## src/rtl/core/ptt_pkg.sv

```systemverilog
// Shared types and constants for the periodic task timer table.
package ptt_pkg;

  // Command codes carried in the cmd field of a request.
  localparam logic [1:0] CMD_ADD    = 2'd0;
  localparam logic [1:0] CMD_REMOVE = 2'd1;
  localparam logic [1:0] CMD_SET    = 2'd2;
  localparam logic [1:0] CMD_TICK   = 2'd3;

  // Result status codes.
  localparam logic [1:0] ST_DONE     = 2'd0;
  localparam logic [1:0] ST_CONFLICT = 2'd1;
  localparam logic [1:0] ST_FULL     = 2'd2;

  // Table read address selects.
  localparam logic [1:0] RD_IDX  = 2'd0;
  localparam logic [1:0] RD_NEXT = 2'd1;
  localparam logic [1:0] RD_LAST = 2'd2;

  // Table write selects.
  localparam logic [1:0] WR_ADD  = 2'd0;
  localparam logic [1:0] WR_MOVE = 2'd1;
  localparam logic [1:0] WR_SET  = 2'd2;
  localparam logic [1:0] WR_FIRE = 2'd3;

  // Result register load selects.
  localparam logic [1:0] OUT_CMD   = 2'd0;
  localparam logic [1:0] OUT_EMPTY = 2'd1;
  localparam logic [1:0] OUT_TICK  = 2'd2;

  localparam int unsigned TIME_W = 48;

  typedef struct packed {
    logic [1:0]        cmd;
    logic [15:0]       task_id;
    logic [31:0]       period;
    logic [TIME_W-1:0] now;
  } req_t;

  typedef struct packed {
    logic [15:0]       task_id_out;
    logic              fired;
    logic [1:0]        status;
    logic [TIME_W-1:0] next_wait;
    logic              last;
  } rsp_t;

  typedef struct packed {
    logic [15:0]       id;
    logic [31:0]       period;
    logic [TIME_W-1:0] last_fire;
  } entry_t;

  // Commands from the controller to the datapath.
  typedef struct packed {
    logic       in_ld;
    logic       idx_clr;
    logic       idx_inc;
    logic [1:0] rd_sel;
    logic       slot_ld;
    logic       ent_ld;
    logic       wr_en;
    logic [1:0] wr_sel;
    logic       cnt_inc;
    logic       cnt_dec;
    logic       best_init;
    logic       stat_ld;
    logic [1:0] stat_val;
    logic       out_ld;
    logic [1:0] out_sel;
  } ctl_t;

  // Status from the datapath to the controller.
  typedef struct packed {
    logic [1:0] new_cmd;
    logic [1:0] cur_cmd;
    logic       match;
    logic       idx_end;
    logic       idx_last;
    logic       cnt_zero;
    logic       full;
    logic       out_free;
  } stat_t;

endpackage

```

## src/rtl/core/ptt_ram.sv

```systemverilog
// Generic single-port-write, single-port-read RAM with registered read data.
module ptt_ram #(
  parameter int unsigned WIDTH = 8,
  parameter int unsigned DEPTH = 16,
  parameter int unsigned AW    = (DEPTH > 1) ? $clog2(DEPTH) : 1
) (
  input  logic             clk,
  input  logic             we,
  input  logic [AW-1:0]    waddr,
  input  logic [WIDTH-1:0] wdata,
  input  logic [AW-1:0]    raddr,
  output logic [WIDTH-1:0] rdata
);

  logic [WIDTH-1:0] mem [0:DEPTH-1];

  always_ff @(posedge clk) begin
    if (we) begin
      mem[waddr] <= wdata;
    end
    rdata <= mem[raddr];
  end

endmodule

```

## src/rtl/core/ptt_dp.sv

```systemverilog
// Datapath of the periodic task timer table: table memory, counters and result register.
module ptt_dp #(
  parameter int unsigned MAX_TASKS = 16
) (
  input  logic          clk,
  input  logic          rst,
  input  ptt_pkg::req_t req,
  input  ptt_pkg::ctl_t ctl,
  output ptt_pkg::stat_t st,
  input  logic          rsp_ready,
  output logic          rsp_valid,
  output ptt_pkg::rsp_t rsp
);
  import ptt_pkg::*;

  localparam int unsigned AW    = (MAX_TASKS > 1) ? $clog2(MAX_TASKS) : 1;
  localparam int unsigned CNT_W = $clog2(MAX_TASKS + 1);
  localparam int unsigned EW    = $bits(entry_t);

  req_t              cur;
  logic [CNT_W-1:0]  count;
  logic [CNT_W-1:0]  idx;
  logic [AW-1:0]     slot;
  entry_t            ent;
  logic [TIME_W-1:0] elapsed;
  logic              fire;
  logic [TIME_W-1:0] best;
  logic [1:0]        stat;

  logic [CNT_W-1:0]  idx_plus;
  logic [CNT_W-1:0]  cnt_minus;
  logic [AW-1:0]     raddr;
  logic [AW-1:0]     waddr;
  entry_t            wdata;
  logic              we;
  logic [EW-1:0]     rdata_raw;
  entry_t            rdata;
  logic [TIME_W-1:0] elapsed_next;
  logic [31:0]       left;
  logic [TIME_W-1:0] best_next;

  assign idx_plus  = idx + CNT_W'(1);
  assign cnt_minus = count - CNT_W'(1);
  assign rdata     = entry_t'(rdata_raw);

  always_comb begin
    unique case (ctl.rd_sel)
      RD_NEXT: raddr = idx_plus[AW-1:0];
      RD_LAST: raddr = cnt_minus[AW-1:0];
      default: raddr = idx[AW-1:0];
    endcase
  end

  always_comb begin
    we = ctl.wr_en;
    unique case (ctl.wr_sel)
      WR_ADD: begin
        waddr = count[AW-1:0];
        wdata = '{id: cur.task_id, period: cur.period, last_fire: '0};
      end
      WR_MOVE: begin
        waddr = slot;
        wdata = rdata;
      end
      WR_SET: begin
        waddr = slot;
        wdata = '{id: ent.id, period: cur.period, last_fire: ent.last_fire};
      end
      default: begin
        waddr = idx[AW-1:0];
        wdata = '{id: ent.id, period: ent.period, last_fire: cur.now};
        we    = ctl.wr_en & fire;
      end
    endcase
  end

  ptt_ram #(
    .WIDTH(EW),
    .DEPTH(MAX_TASKS),
    .AW   (AW)
  ) u_table (
    .clk  (clk),
    .we   (we),
    .waddr(waddr),
    .wdata(wdata),
    .raddr(raddr),
    .rdata(rdata_raw)
  );

  // Elapsed time wraps at the width of the time base.
  assign elapsed_next = cur.now - rdata.last_fire;

  // An entry that has not fired has elapsed below its period, so the
  // difference fits the period width.
  assign left      = fire ? ent.period : (ent.period - elapsed[31:0]);
  assign best_next = ({{(TIME_W-32){1'b0}}, left} < best) ?
                     {{(TIME_W-32){1'b0}}, left} : best;

  always_ff @(posedge clk) begin
    if (ctl.in_ld) begin
      cur <= req;
    end
    if (ctl.slot_ld) begin
      slot <= idx[AW-1:0];
    end
    if (ctl.ent_ld) begin
      ent     <= rdata;
      elapsed <= elapsed_next;
      fire    <= elapsed_next >= {{(TIME_W-32){1'b0}}, rdata.period};
    end
    if (ctl.stat_ld) begin
      stat <= ctl.stat_val;
    end
    if (ctl.best_init) begin
      best <= '1;
    end else if (ctl.out_ld && ctl.out_sel == OUT_TICK) begin
      best <= best_next;
    end
    if (ctl.idx_clr) begin
      idx <= '0;
    end else if (ctl.idx_inc) begin
      idx <= idx_plus;
    end
  end

  always_ff @(posedge clk) begin
    if (rst) begin
      count <= '0;
    end else if (ctl.cnt_inc) begin
      count <= count + CNT_W'(1);
    end else if (ctl.cnt_dec) begin
      count <= cnt_minus;
    end
  end

  always_ff @(posedge clk) begin
    if (rst) begin
      rsp_valid <= 1'b0;
    end else if (ctl.out_ld) begin
      rsp_valid <= 1'b1;
    end else if (rsp_ready) begin
      rsp_valid <= 1'b0;
    end
  end

  always_ff @(posedge clk) begin
    if (ctl.out_ld) begin
      unique case (ctl.out_sel)
        OUT_TICK: begin
          rsp.task_id_out <= ent.id;
          rsp.fired       <= fire;
          rsp.status      <= ST_DONE;
          rsp.next_wait   <= (idx_plus == count) ? best_next : '0;
          rsp.last        <= idx_plus == count;
        end
        OUT_EMPTY: begin
          rsp.task_id_out <= '0;
          rsp.fired       <= 1'b0;
          rsp.status      <= ST_DONE;
          rsp.next_wait   <= '1;
          rsp.last        <= 1'b1;
        end
        default: begin
          rsp.task_id_out <= cur.task_id;
          rsp.fired       <= 1'b0;
          rsp.status      <= stat;
          rsp.next_wait   <= '0;
          rsp.last        <= 1'b1;
        end
      endcase
    end
  end

  assign st.new_cmd  = req.cmd;
  assign st.cur_cmd  = cur.cmd;
  assign st.match    = rdata.id == cur.task_id;
  assign st.idx_end  = idx == count;
  assign st.idx_last = idx_plus == count;
  assign st.cnt_zero = count == '0;
  assign st.full     = count == CNT_W'(MAX_TASKS);
  assign st.out_free = ~rsp_valid | rsp_ready;

endmodule

```

## src/rtl/core/ptt_ctrl.sv

```systemverilog
// Controller state machine of the periodic task timer table.
module ptt_ctrl (
  input  logic           clk,
  input  logic           rst,
  input  logic           req_valid,
  output logic           req_ready,
  input  ptt_pkg::stat_t st,
  output ptt_pkg::ctl_t  ctl
);
  import ptt_pkg::*;

  localparam logic [3:0] S_IDLE   = 4'd0;
  localparam logic [3:0] S_SR_RD  = 4'd1;
  localparam logic [3:0] S_SR_CHK = 4'd2;
  localparam logic [3:0] S_RM_RD  = 4'd3;
  localparam logic [3:0] S_RM_WR  = 4'd4;
  localparam logic [3:0] S_SET_WR = 4'd5;
  localparam logic [3:0] S_RESP   = 4'd6;
  localparam logic [3:0] S_EMPTY  = 4'd7;
  localparam logic [3:0] S_TK_RD  = 4'd8;
  localparam logic [3:0] S_TK_EV  = 4'd9;
  localparam logic [3:0] S_TK_OUT = 4'd10;

  logic [3:0] state;
  logic [3:0] state_next;

  always_ff @(posedge clk) begin
    if (rst) begin
      state <= S_IDLE;
    end else begin
      state <= state_next;
    end
  end

  assign req_ready = state == S_IDLE;

  always_comb begin
    ctl        = '0;
    ctl.rd_sel = RD_IDX;
    state_next = state;
    unique case (state)
      S_IDLE: begin
        if (req_valid) begin
          ctl.in_ld     = 1'b1;
          ctl.idx_clr   = 1'b1;
          ctl.best_init = 1'b1;
          if (st.new_cmd == CMD_TICK) begin
            state_next = st.cnt_zero ? S_EMPTY : S_TK_RD;
          end else begin
            state_next = S_SR_RD;
          end
        end
      end
      S_SR_RD: begin
        if (st.idx_end) begin
          ctl.stat_ld = 1'b1;
          state_next  = S_RESP;
          if (st.cur_cmd == CMD_ADD) begin
            if (st.full) begin
              ctl.stat_val = ST_FULL;
            end else begin
              ctl.wr_en    = 1'b1;
              ctl.wr_sel   = WR_ADD;
              ctl.cnt_inc  = 1'b1;
              ctl.stat_val = ST_DONE;
            end
          end else begin
            ctl.stat_val = ST_CONFLICT;
          end
        end else begin
          state_next = S_SR_CHK;
        end
      end
      S_SR_CHK: begin
        if (st.match) begin
          ctl.slot_ld = 1'b1;
          ctl.ent_ld  = 1'b1;
          unique case (st.cur_cmd)
            CMD_ADD: begin
              ctl.stat_ld  = 1'b1;
              ctl.stat_val = ST_CONFLICT;
              state_next   = S_RESP;
            end
            CMD_REMOVE: state_next = S_RM_RD;
            default:    state_next = S_SET_WR;
          endcase
        end else begin
          ctl.idx_inc = 1'b1;
          state_next  = S_SR_RD;
        end
      end
      S_RM_RD: begin
        ctl.rd_sel = RD_LAST;
        state_next = S_RM_WR;
      end
      S_RM_WR: begin
        ctl.wr_en    = 1'b1;
        ctl.wr_sel   = WR_MOVE;
        ctl.cnt_dec  = 1'b1;
        ctl.stat_ld  = 1'b1;
        ctl.stat_val = ST_DONE;
        state_next   = S_RESP;
      end
      S_SET_WR: begin
        ctl.wr_en    = 1'b1;
        ctl.wr_sel   = WR_SET;
        ctl.stat_ld  = 1'b1;
        ctl.stat_val = ST_DONE;
        state_next   = S_RESP;
      end
      S_RESP: begin
        if (st.out_free) begin
          ctl.out_ld  = 1'b1;
          ctl.out_sel = OUT_CMD;
          state_next  = S_IDLE;
        end
      end
      S_EMPTY: begin
        if (st.out_free) begin
          ctl.out_ld  = 1'b1;
          ctl.out_sel = OUT_EMPTY;
          state_next  = S_IDLE;
        end
      end
      S_TK_RD: begin
        state_next = S_TK_EV;
      end
      S_TK_EV: begin
        ctl.ent_ld = 1'b1;
        state_next = S_TK_OUT;
      end
      S_TK_OUT: begin
        // The next entry is read while this one is written back.
        ctl.rd_sel = RD_NEXT;
        if (st.out_free) begin
          ctl.out_ld  = 1'b1;
          ctl.out_sel = OUT_TICK;
          ctl.wr_en   = 1'b1;
          ctl.wr_sel  = WR_FIRE;
          ctl.idx_inc = 1'b1;
          state_next  = st.idx_last ? S_IDLE : S_TK_EV;
        end
      end
      default: begin
        state_next = S_IDLE;
      end
    endcase
  end

endmodule

```

## src/rtl/core/periodic_task_timer_table.sv

```systemverilog
// Top level of the periodic task timer table.
//
// This block keeps a compact table of up to MAX_TASKS periodic tasks, each
// holding an id, a period and a last-fire time, in one RAM with a registered
// read port. A request transaction carries add, remove, set-period or tick.
// Add, remove and set-period search the table from entry 0, visiting each
// entry in a read state and a check state, then update the table where
// needed and give a single response transaction. A tick gives one response
// per entry in table order, each entry passing through an evaluate state and
// an output state that waits while the response side stalls; the registered
// table read is followed by the elapsed-time subtract and compare. An entry
// fires when the time since its last firing, taken modulo 2^48, reaches its
// period, and its last-fire time is then written back as the tick time. The
// final response of a tick carries the smallest time until any entry fires
// next, or all ones if the table is empty. The block accepts one request at
// a time; a finished response waits in the output register while the next
// request is accepted.
module periodic_task_timer_table #(
  parameter int unsigned MAX_TASKS = 16
) (
  input  logic          clk,
  input  logic          rst,
  input  logic          req_valid,
  output logic          req_ready,
  input  ptt_pkg::req_t req,
  output logic          rsp_valid,
  input  logic          rsp_ready,
  output ptt_pkg::rsp_t rsp
);
  import ptt_pkg::*;

  // Command and status bundles between the sequencer and the datapath.
  ctl_t  ctl;
  stat_t st;

  // The controller walks each request through search, update and response.
  ptt_ctrl u_ctrl (
    .clk      (clk),
    .rst      (rst),
    .req_valid(req_valid),
    .req_ready(req_ready),
    .st       (st),
    .ctl      (ctl)
  );

  // The datapath holds the table, the entry count and the response register.
  ptt_dp #(
    .MAX_TASKS(MAX_TASKS)
  ) u_dp (
    .clk      (clk),
    .rst      (rst),
    .req      (req),
    .ctl      (ctl),
    .st       (st),
    .rsp_ready(rsp_ready),
    .rsp_valid(rsp_valid),
    .rsp      (rsp)
  );

endmodule
```

## config.mk

```make
export PLATFORM = sky130hd
export DESIGN_NAME = periodic_task_timer_table
export DESIGN_NICKNAME = d
export VERILOG_FILES = /design/src/rtl/core/ptt_pkg.sv /design/src/rtl/core/ptt_ram.sv /design/src/rtl/core/ptt_dp.sv /design/src/rtl/core/ptt_ctrl.sv /design/src/rtl/core/periodic_task_timer_table.sv
export SDC_FILE = /design/constraint.sdc
export NUM_CORES = 2
export LEC_CHECK = 0
export BUFFER_PORTS_ARGS = -buffer_cell sky130_fd_sc_hd__buf_2
export CORE_UTILIZATION = 25
export CTS_CLUSTER_SIZE = 24
export DETAILED_ROUTE_END_ITERATION = 16
export SETUP_SLACK_MARGIN = 0.05
export SYNTH_ARGS = -nofsm -noshare
export SYNTH_HDL_FRONTEND = slang
export SYNTH_SLANG_ARGS = --single-unit
```

## constraint.sdc

```tcl
create_clock -name clk -period 6.9 [get_ports clk]
set_clock_uncertainty 0.1 [all_clocks]
set_input_delay 1.035 -clock clk [delete_from_list [all_inputs] [get_ports clk]]
set_output_delay 1.035 -clock clk [all_outputs]
set_load 0.05 [all_outputs]
```

* After elaboration in Yosys (flattened, before gate mapping)
Memories as Yosys holds them, arrays and structs flattened. A register that Yosys moved wholly into a read port is not among the register bits. Cells that the tools add are included.
Word-level totals: register bits after elaboration 364, memory bits (writable) 1536, input bits 102, output and inout bits 70, word-level logic and storage cells 121, memories kept 1
Operators by class: $add $sub $neg 5, order comparisons 2, equality and inequality tests 25, muxes and demuxes 52, bitwise operators 3, reductions and logical operators 12
Memories:
- u_dp.u_table.mem | words 16, bits a word 96, rd ports 1, clocked after memory_dff 1, wr ports 1, RTL line ptt_ram.sv:15 | logic [WIDTH-1:0] mem [0:DEPTH-1];
Operators with widths (number):
- $pmux 96 s3 | 1
- $pmux 68 s2 | 1
- $mux 48 | 2
- $ge 48x32->1 | 1
- $lt 32x48->1 | 1
- $sub 48x48->48 | 1
- $mux 4 | 10
- $pmux 4 s9 | 1
- $mux 32 | 1
- $sub 32x32->32 | 1
- $mux 3 | 8
- $pmux 3 s3 | 2
- $eq 16x16->1 | 1
- $eq 4x3->1 const B | 4
- $pmux 4 s2 | 2
- $eq 4x4->1 const B | 3
- $mux 1 | 12
- $pmux 3 s4 | 1
- $add 5x1->5 const B | 2
- $eq 5x5->1 | 2
- $mux 2 | 5
- $mux 5 | 2
- $eq 2x1->1 const B | 4
- $eq 2x2->1 const B | 4
- 20 further kinds | 27

* Logic depth before layout (Yosys ltp)
depth in word-level cells 10, gate-level depth with buffers 27, gate-level depth less buffers 25

* By module
A second synthesis with hierarchy kept.
Second synthesis, totals: cells, all modules 4642, area total of the unflattened synthesis 80776.2 sq um
By module, submodules not included:
- ptt_ram | times used 1, cells an instance 2460, area each 59355.7 sq um
- ptt_dp | times used 1, cells an instance 2100, area each 20888.8 sq um
- ptt_ctrl | times used 1, cells an instance 82, area each 531.8 sq um

* Worst setup path after synthesis
OpenSTA, ideal clock, no wires.
path type input -> register, from in rsp_ready, to mem u_dp.u_table.mem[7][0] (netlist bit), enable pin, library setup time 0.552 ns, data arrival time 6.769 ns, required time 6.248 ns, path slack -0.520 ns, stages on the path 13, buffers on the path 2, path through nand2b_1 -> nand2_1 -> inv_1 -> nor2_1 -> inv_1 -> ha_1 -> clkbuf_1 -> clkbuf_1 -> nand2b_1 -> o311ai_1 -> a211oi_1 -> nand2_1 -> nor2_1
Between the ends: word-level cells in the longest chain between the ends 8, elaborated cells on any way between the ends 13
Ends and longest elaborated chain:
- from (decl) | RTL line periodic_task_timer_table.sv:27 | input logic rsp_ready,
- $or 1x1->1 * | RTL line ptt_dp.sv:181 | assign st.out_free = ~rsp_valid | rsp_ready;
- $mux 3 * | RTL line ptt_ctrl.sv:135 | if (st.out_free) begin
- $pmux 3 s4 * | RTL line ptt_ctrl.sv:41 | unique case (state)
- $eq 2x1->1, or another cell as far along | RTL line ptt_dp.sv:56 | unique case (ctl.wr_sel)
- $reduce_or 3->1 (no line)
- $mux 1 | RTL line ptt_dp.sv:56
- $mux 1 | RTL line ptt_ram.sv:18 | if (we) begin
- $mux 1 (implied by the code) | RTL line ptt_ram.sv:19 | mem[waddr] <= wdata;
- to (decl) | RTL line ptt_ram.sv:15
Mark *: on every way between the ends. The rest lies on a longest branch, timed or not.

* Worst setup path in the final report
from reg u_dp.ent[48] (netlist bit), to reg u_dp.best[11]
Between the ends: word-level cells in the longest chain between the ends 4
Ends and longest elaborated chain:
- from (decl) | RTL line ptt_dp.sv:24 | entry_t ent;
- from (signal assigned) | RTL line ptt_dp.sv:107 | ent <= rdata;
- $sub 32x32->32 | RTL line ptt_dp.sv:95 | assign left = fire ? ent.period : (ent.period - elapsed[31:0]);
- $mux 32 * | RTL line ptt_dp.sv:95
- $lt 32x48->1 | RTL line ptt_dp.sv:96 | assign best_next = ({{(TIME_W-32){1'b0}}, left} < best) ?
- $mux 48 * | RTL line ptt_dp.sv:96
- to (signal assigned) | RTL line ptt_dp.sv:117 | best <= best_next;
- to (decl) | RTL line ptt_dp.sv:27 | logic [TIME_W-1:0] best;
Marked as above. A chain may end at the register's enable or synchronous reset.

==> metrics <==
Pleak=roughly 0.032 uW; crit path capture type=flop; CTS sink cnt=between 1.5k and 2k; router iterations before antenna repair=5; nature of the critical path startpoint=flop; Die X=~570 um; commonest non-fill, non-tap cells in the layout=1837 x edfxtp_1, 500 x nand2_1, 384 x mux4_2; first-iteration detailed-routing DRC count=roughly 4.6k; Layout Nets=between 5k and 6k; Starting Density=0.252; die area=roughly 330000 um2; Detail Placement HPWL=139000 um; Setup Fix Bufs, Post-CTS=0; latest clock arrival within the worst-skew pair=slightly below 0.9 ns; final-report max-slew violation count=0; Final Non-Filler Cells=9728; asr flop ratio synth=0; MaxCap Viol Count=0; Mapped Nets=5180; GRT Overall Usage=0.133; largest net degree at the start of global routing=130; Hold Crit Class=input port to flop; fmax=between 150 and 200 MHz; CP arrival=just under 7 ns; crit path max fanout=40; Final min period=around 6.3 ns; commonest non-fill, non-tap cell in the layout=edfxtp_1; Pwr Density=around 370 nW/um2; CTS hold repair buffers=0; #FFs+latches synth=~2.0k; CTS tree=yes; routed vias=around 46k; CTS Buf Count=between 200 and 250; final WL=approximately 230000 um; IO Count=between 150 and 200; dpl cells=9347; Hold Vio Cnt, Final=0; fillers=roughly 32k; Worst R2R End=u_dp.best[11]; P&R area growth vs syn=17.3%; crit path to=u_dp.best[11]; post_cts resized=0; hold_ws=0.223 ns; Post-synth EDFFs=1837; # setup viols final=0; CP Class=flop to flop; htree depth=4; Final ANT Viol Nets=0; vias per cell=about 4.7; Cell Area, Synth=approximately 82000 um2; Core ar.=roughly 320000 um2; CTS Buffer Depth=4; grt total ovfl=0; R2R depth=25; Req. time, crit path=~7.6 ns; unrepaired setup endpoints after global routing=false; R2R setup slack=around 0.64 ns; outcome=finished, final reports clean; first-pass GRT wire length=between 300000 and 400000 um; port bufs=171; Worst VDD drop=about 0.00022 V; vias in the first global route=between 40k and 50k; Die H=approximately 570 um; Rows=209; Mapped Avg Cell Area=16.6 um2; Synth Instances=approximately 4.9k; Synth cell types=83; Final Cycle Share=0.908; Reg clk slew, reported paths=approximately 0.06 ns; drt drc=0; Synth Flop Type=edfxtp_1; Slew HR=0.0330; GP Congestion=around 0.9; register area share after synthesis=0.713; share of cells above drive strength 1=0.207; CP Launch Point=u_dp.ent[48]; clk root buf=clkbuf_16; actual slew at the worst max-slew pin=between 1 and 1.5 ns; Setup TNS=0 ns; Avg WL per Cell=about 23 um; antenna violations before repair=19; worst reg2reg path startpoint=u_dp.ent[48]; synth warn=0
## flip-flops by register name, summed over array words and instances (netlist names)
| register | cells |
|---|---|
| u_dp.u_table.mem | 1536 |
| u_dp.cur | 96 |
| u_dp.ent | 96 |
| u_dp.u_table.rdata | 96 |
| u_dp.rsp | 68 |
| u_dp.best | 48 |
| u_dp.elapsed | 32 |
| u_dp.count | 5 |
| u_dp.idx | 5 |
| u_ctrl.state | 4 |
| u_dp.slot | 4 |
| u_dp.st | 2 |
| u_dp.stat | 2 |
| u_dp.fire | 1 |
| u_dp.rsp_valid | 1 |
## cell usage after synthesis, types with 15 or more instances
cell,number,area share
a31oi_1,123,0.0094
inv_1,192,0.0088
mux4_2,384,0.11
o211ai_1,30,0.0028
a21oi_1,119,0.0073
nor2_1,107,0.0049
clkbuf_1,212,0.0097
a211oi_1,104,0.0095
xnor2_1,66,0.0071
and2_1,106,0.0081
and3_1,17,0.0013
buf_2,49,0.0030
nand4_1,36,0.0028
ha_1,152,0.023
nand2b_1,16,0.0012
a21o_1,63,0.0058
o21ai_1,32,0.0020
o21bai_1,15,0.0014
edfxtp_1,1837,0.67
o21ai_0,214,0.013
a22oi_1,103,0.0095
nand3_1,30,0.0018
nor3_1,19,0.0012
mux2i_1,15,0.0018
dfxtp_1,159,0.039
o21a_1,15,0.0014
xor2_1,28,0.0030
nand2_1,500,0.023
## critical path, cell delays in order, from the launching register on
cell	delay, ns
edfxtp_1	0.35
inv_1	0.07
ha_1	0.20
inv_1	0.09
fa_1	0.22
a21o_1	0.13
a21oi_1	0.14
o21a_1	0.23
o211ai_1	0.37
nand2_1	0.20
o31ai_1	0.61
a31oi_1	0.21
xnor2_1	0.16
mux2i_1	0.31
inv_1	0.09
ha_1	0.30
a21o_1	0.16
a21oi_1	0.13
o21ai_0	0.14
nand2_1	0.10
o21ai_0	0.09
o21ba_2	0.55
and3_2	0.74
buf_4	0.29
nand2_1	0.06
o211ai_1	0.13
## stage by stage
stage / power, uW / worst slack, ns / util / instance area [um2]
6_report: 36000 / 0.637 / 0.295 / 96000
5_1_grt: 37300 / 0.298 / 0.295 / 96000
4_1_cts: 36100 / 0.748 / 0.295 / 96000
3_5_place_dp: 25300 / 0.732 / 0.275 / 89400
3_3_place_gp: 25100 / 0.726 / 0.275 / 89400
2_1_floorplan: 21900 / -0.520 / - / 81800
## power breakdown
part | switching, uW | internal (uW)
Clock | 4680 | 6240
Sequential | 641 | 15300
Combinational | 5740 | 3360
## area by class of cell
class	instances	area (um2)	area share
Clock buffer	286	5670	0.0590
Multi-Input combinational cell	2455	21800	0.227
Inverter	193	729	0.00760
Antenna cell	7	17.5	0.000183
Tap cell	4325	5410	0.0564
Clock inverter	88	895	0.00932
Sequential cell	1996	58300	0.608
Timing Repair Buffer	378	3110	0.0324
## worst min path at each step
| stage | depth (start not counted) | to | slack [ns] | from |
|---|---|---|---|---|
| final | 1 | u_dp.cur[47] | 0.22 | req[47] |
| after global routing | 1 | u_dp.cur[46] | 0.19 | req[46] |
| after CTS | 1 | u_dp.cur[47] | 0.16 | req[47] |
| after detailed placement | 2 | u_dp.best[42] | 0.33 | u_dp.best[42] |
| after global placement | 2 | u_dp.best[36] | 0.33 | u_dp.best[36] |
| after floorplan | 0 | u_dp.slot[2] | 0.31 | u_dp.idx[2] |
## logic make-up after synthesis
| group | after synthesis | synth area share |
|---|---|---|
| AOI/OAI and AO/OA | 905 | 0.0715 |
| xor gates and xnor gates | 95 | 0.0103 |
| adders and majority gates | 154 | 0.0237 |
| buffers and inverters | 473 | 0.0231 |
| DFF | 1996 | 0.713 |
| muxes | 404 | 0.108 |
| and+or+nand+nor | 897 | 0.0498 |
## per-layer routing
layer | GRT usage | wire [um]
met2 | 0.219 | 108000
met4 | 0.0388 | 6450
met1 | 0.182 | 97900
met3 | 0.0208 | 14100
met5 | 0 | 77
(Power assumes the default switching activity.)
